$ cat config.mk
export PLATFORM = sky130hd
export DESIGN_NAME = fpalu_mul
export DESIGN_NICKNAME = d
export VERILOG_FILES = /design/src/rtl/fpalu_pkg.sv /design/src/rtl/fpalu_mul.sv
export SDC_FILE = /design/constraint.sdc
export NUM_CORES = 2
export LEC_CHECK = 0
export BUFFER_PORTS_ARGS = -buffer_cell sky130_fd_sc_hd__buf_4
export CAP_MARGIN = 0
export CELL_PAD_IN_SITES_DETAIL_PLACEMENT = 0
export CELL_PAD_IN_SITES_GLOBAL_PLACEMENT = 1
export CORE_UTILIZATION = 40
export DETAILED_ROUTE_END_ITERATION = 8
export GPL_ROUTABILITY_DRIVEN = 0
export PLACE_DENSITY_LB_ADDON = 0.1
export SLEW_MARGIN = 20
export SYNTH_ARGS = -nofsm -noshare
export SYNTH_HDL_FRONTEND = slang
export SYNTH_SLANG_ARGS = --single-unit
$ cat constraint.sdc
create_clock -name clk -period 28.1 [get_ports clk]
set_clock_uncertainty 0.15 [all_clocks]
set_input_delay 8.43 -clock clk [delete_from_list [all_inputs] [get_ports clk]]
set_output_delay 8.43 -clock clk [all_outputs]
set_load 0.05 [all_outputs]
$ cat src/rtl/fpalu_pkg.sv
// Package for the fixed-point ALU: operation codes, widths, defaults.
// No dependencies.
`timescale 1ns / 1ps
package fpalu_pkg;
  localparam int DataWidth = 32;
  localparam int FractionBitsDefault = 8;
  typedef enum logic [3:0] {
    CMD_ADD = 4'd0, CMD_SUB = 4'd1, CMD_MUL = 4'd2, CMD_DIV = 4'd3,
    CMD_GT = 4'd4, CMD_LT = 4'd5, CMD_GE = 4'd6, CMD_LE = 4'd7,
    CMD_EQ = 4'd8, CMD_NE = 4'd9, CMD_MIN = 4'd10, CMD_MAX = 4'd11,
    CMD_INC = 4'd12, CMD_DEC = 4'd13, CMD_FROM_INT = 4'd14, CMD_TO_INT = 4'd15
  } cmd_t;
endpackage

$ cat src/rtl/fpalu_mul.sv
// Pipelined multiplier: 16-bit partial products, shift, truncate, saturate.
// Depends on fpalu_pkg. Advances on en; partial products, sum and result are registered in turn.
`timescale 1ns / 1ps
module fpalu_mul #(
  parameter int FRACTION_BITS = fpalu_pkg::FractionBitsDefault
) (
  input  logic               clk,
  input  logic               en,
  input  logic signed [31:0] a,
  input  logic signed [31:0] b,
  output logic [31:0]        res,
  output logic               ovf
);
  logic [31:0] ma, mb;
  logic        neg1, neg2;
  logic [31:0] pll, plh, phl, phh;
  logic [63:0] mag;
  logic [63:0] q;
  assign ma = a[31] ? 32'(-a) : a;
  assign mb = b[31] ? 32'(-b) : b;
  assign q = mag >> FRACTION_BITS;
  always_ff @(posedge clk) begin
    if (en) begin
      pll  <= 32'(ma[15:0]) * 32'(mb[15:0]);
      plh  <= 32'(ma[15:0]) * 32'(mb[31:16]);
      phl  <= 32'(ma[31:16]) * 32'(mb[15:0]);
      phh  <= 32'(ma[31:16]) * 32'(mb[31:16]);
      neg1 <= a[31] ^ b[31];
      mag  <= {phh, pll} + {16'd0, plh, 16'd0} + {16'd0, phl, 16'd0};
      neg2 <= neg1;
      if (!neg2) begin
        ovf <= |q[63:31];
        res <= (|q[63:31]) ? 32'h7fffffff : q[31:0];
      end else begin
        ovf <= (q > 64'h80000000);
        res <= (q > 64'h80000000) ? 32'h80000000 : 32'(-q[31:0]);
      end
    end
  end
endmodule

## Word level (Yosys, flattened, before mapping)

Index checks and enable logic that the tools add are counted.
Widths: inputs -> output; s select.

| storage, ports and cells | value |
|---|---|
| register bits after elaboration | 227 |
| input bits | 66 |
| word-level logic and storage cells | 27 |

| operators by class | value |
|---|---|
| $add $sub $neg | 5 |
| multiply operators | 4 |
| order comparisons | 1 |
| muxes and demuxes | 6 |
| bitwise gates (word level) | 1 |
| reductions and logical operators | 1 |

Operators with widths:

| operator | count |
|---|---|
| $mux 32 | 5 |
| $add 64x48->64 | 2 |
| $mul 16x16->32 | 4 |
| $neg 32->32 | 3 |
| $gt 56x32->1 const B | 1 |
| $reduce_or 25->1 | 1 |
| $mux 1 | 1 |
| $xor 1x1->1 | 1 |

## Depth between registers and ports, before layout

| logic depth | value |
|---|---|
| word-level depth | 3 |
| gate-level depth with buffers | 35 |
| mapped depth without buffers | 32 |

## Worst setup path after synthesis

No wires, ideal clock.

| timing | value |
|---|---|
| path kind | input-to-reg |
| start | input a[6] |
| end | register phl[31] (data pin) |
| arrival time | 16.826 ns |
| required time | 27.690 ns |
| path slack | 10.864 ns |
| stages | 30 |
| path through | or4_4 -> or3_4 -> or4_4 -> nand2b_4 -> or4_4 -> buf_6 -> o31a_1 -> xor2_1 -> buf_2 -> nand2_1 -> fa_1 -> fa_1 -> inv_1 -> fa_1 -> fa_1 -> fa_1 -> inv_1 -> fa_1 -> inv_1 -> ha_1 -> a21o_1 -> a21o_1 -> a21oi_1 -> o21ai_0 -> o41ai_1 -> o21ai_0 -> a221oi_1 -> o21ai_0 -> a21oi_1 -> xnor2_1 |

| on the way | value |
|---|---|
| cells in the longest elaborated chain, start to end | 3 |

Ends and longest elaborated chain:

| item | line | text |
|---|---|---|
| start: declaration | fpalu_mul.sv:9 | `input logic signed [31:0] a,` |
| $neg 32->32 | fpalu_mul.sv:19 | `assign ma = a[31] ? 32'(-a) : a;` |
| $mux 32 | fpalu_mul.sv:19 |  |
| $mul 16x16->32 | fpalu_mul.sv:26 | `phl <= 32'(ma[31:16]) * 32'(mb[15:0]);` |
| end signal: assignment | fpalu_mul.sv:26 |  |
| end: declaration | fpalu_mul.sv:16 | `logic [31:0] pll, plh, phl, phh;` |

No other way between the ends.
A chain may end at the register's enable or synchronous reset.

## Worst setup path in the final report

Ends and elaborated chain as after synthesis.

==> flow_metrics.py <==
metrics = {
    "run_status": {
        "status": "completed",
    },
    "worst_setup_path": {
        "crit_path_frequent_cell": "fa_1",
        "r2r_cells": 10,
        "r2r_end": "res[5]",
        "end_kind": "register",
        "reg2reg_slack_ns": 22.81,
        "cp-start-kind": "primary input",
        "worst-path-max-fanout": 10,
        "cp.required_ns": 28.25,
        "crit_start": "a[6]",
        "r2r_start": "mag[24]",
        "critPathMaxStageDelay_ns": 0.83,
        "cp_slowest_cell": "xor2_1",
        "worst_ep_arrival_time_ns": 18.14,
        "crit_end": "phl[31]",
        "critical_path_class": "in -> reg",
    },
    "yosys": {
        "ys_warn_count": 0,
        "synth_most_common_cell": "inv_1",
        "syn-cell-area_sq_um": 43500,
        "synth.net_count": 6047,
        "synthXorXnorAreaFrac_pct": 5.474,
        "syn-instance-count": 4725,
        "synthAdderAreaFrac_pct": 50.07,
        "synth_area_leader_cell": "fa_1",
        "muxShareOfSynthArea_pct": 0.04602,
        "ys_async_sr_fraction_pct": 0,
        "yosysSeqAreaShare_pct": 14.57,
        "synth_compound_area_share_pct": 6.731,
        "synth_edf_count": 211,
        "yosys.area.top_type_share_pct": 37.19,
        "ys_types": 73,
        "synthTopCellsByArea": "fa_1, edfxtp_1, ha_1",
        "synth_flop_cell": "edfxtp_1",
        "synth_top_family_by_area": "adder cells",
        "ys_ff_latch": 211,
        "synth.avg_cell_area_sq_um": 9.206,
        "synth_commonest_cells": "inv_1, fa_1, nand2_1, nor2_1, ha_1",
        "yosys.area_share.simple_pct": 13.33,
    },
    "grt": {
        "antenna_found_initial": 10,
        "grt_use_met1_pct": 33.83,
        "grt_pass1_wl_um": 214000,
        "grt_busiest_layer": "met2",
        "use_met3_pct": 4.093,
        "use_met2_pct": 44.77,
        "grt_pass1_vias": 33890,
        "grt_use_total_pct": 26.14,
        "grt_max_degree": 79,
        "grt.overflow.total": 0,
    },
    "clocking": {
        "postCtsHoldBufs": 0,
        "htreeDepth": 1,
        "cts-root-buf": "clkbuf_16",
        "clock_latency_ns": 0.58,
        "clockBufferDepth": 3,
        "post_cts_resized": 0,
        "postCtsSetupRepairBufs": 0,
        "cts_tree": "done",
        "cts_buffers": 26,
        "clock-sinks": 211,
        "clk_pin_slew_ns": 0.06,
    },
    "cells_and_area": {
        "finalInstanceArea_sq_um": 47600,
        "fillers": 10670,
        "nNetsFinal": 6123,
        "drive_gt1_share_pct": 7.198,
        "fin_util_pct": 44.28,
        "syn2layout_area_growth_pct": 9.437,
    },
    "timing": {
        "maxClockFrequency_mhz": 55.59,
        "tightest_slew_ns": 1.046,
        "fin_setup_tns_ns": 0,
        "rsz0062_at_grt": "no",
        "finalCritPeriodShare_pct": 64.01,
        "setup_violations": 0,
        "final.min_clock_period_ns": 17.99,
        "slew_viol_final": 0,
        "worst_hold_slack_ns": 0.2703,
        "finalHoldViolCount": 0,
        "max_slew_margin_pct": 29.65,
    },
    "hold_path": {
        "hp-class": "reg -> reg",
        "hold_depth": 0,
    },
    "placement": {
        "io_buffers": 98,
        "dpl-instance-area_sq_um": 46710,
        "dpl.hpwl_um": 112400,
    },
    "run": {
        "cap_violations": 0,
    },
    "floorplanning": {
        "core.rowCount": 120,
        "die_y_um": 331.8,
        "fp.coreArea_sq_um": 107500,
        "ios": 99,
        "initial_core_util_pct": 40.46,
        "fp.dieArea_sq_um": 110100,
        "die_w_um": 331.8,
    },
    "route": {
        "antenna_left": 0,
        "dr.first_iter.drc_count": 2156,
        "drt-total-wl_um": 142100,
        "drc": 0,
        "num_vias": 32430,
        "routedWlPerCell_um": 22.82,
        "via_per_inst": 5.208,
        "first_pass_iters": 6,
    },
}
-- sequential cells by signal (all words and copies together), names as in the netlist --
name / count
phl: 32
plh: 32
mag: 56
neg1: 1
phh: 32
neg2: 1
ovf: 1
res: 32
pll: 24
-- cells by family after synthesis --
| kind of cell | after synthesis |
|---|---|
| adders and majority gates | 1256 |
| AOI/OAI and AO/OA | 452 |
| buffers and inverters | 1124 |
| DFF | 211 |
| xor gates and xnor gates | 271 |
| and+or+nand+nor | 1409 |
| muxes | 2 |
-- layout by cell type (no fill, tap or decap), drive strengths merged, types with 11 or more instances in the layout --
cell type and instances:
o41ai 11, edfxtp 211, nor2 549, o21ai 97
nand2 664, nor4 17, or3 22, o21bai 27
o31ai 21, inv 959, a21o 64, nand3 26
buf 216, clkbuf 28, nand2b 22, fa 808
xor2 109, o311ai 19, and2 11, a31oi 13
ha 448, or4 12, nand4 12, o21a 22
a21oi 133, nor3 37, xnor2 162
-- through the flow --
step	cells	worst slack, ns
3_3_place_gp	6176	9.645
5_1_grt	6224	9.619
3_5_place_dp	6176	9.492
4_1_cts	6224	10.05
6_report	6227	10.11
2_1_floorplan	4725	10.86
-- final cells by class --
| cell class | count | area (sq um) | area share (%) |
|---|---|---|---|
| clock buffers | 28 | 658.1 | 1.383 |
| multi-input cells | 3390 | 33410 | 70.17 |
| well taps | 1403 | 1755 | 3.688 |
| flip-flops and latches | 211 | 6336 | 13.31 |
| diodes | 3 | 7.507 | 0.01577 |
| repair buffers | 216 | 1629 | 3.422 |
| inverters | 956 | 3588 | 7.538 |
| clock inverters | 20 | 224.0 | 0.4705 |
-- worst min-delay path by stage --
stage               slack [ns]     from       to
floorplan                 0.25  pll[10]  mag[10]
global placement          0.26     neg1     neg2
detailed placement        0.26     neg1     neg2
CTS                       0.27     neg1     neg2
global route              0.28     neg1     neg2
finish                    0.27     neg1     neg2
-- per-layer routing --
| layer | routed length (um) | up-vias |
|---|---|---|
| met4 | 5272 | 6 |
| li1 | - | 14710 |
| met3 | 8696 | 226 |
| met1 | 58810 | 16570 |
| met2 | 69290 | 925 |
| met5 | 45 | - |
-- critical path, delay by kind of cell --
kind | cells | cell delay, ns
buf+inv | 5 | 0.33
fa+ha+maj | 7 | 3.41
simple gates | 6 | 2.24
compound gates | 10 | 2.81
xor+xnor | 2 | 0.91
Power is not shown: default switching activity piles up to over one toggle a cycle in this logic, so the estimate is an artifact.
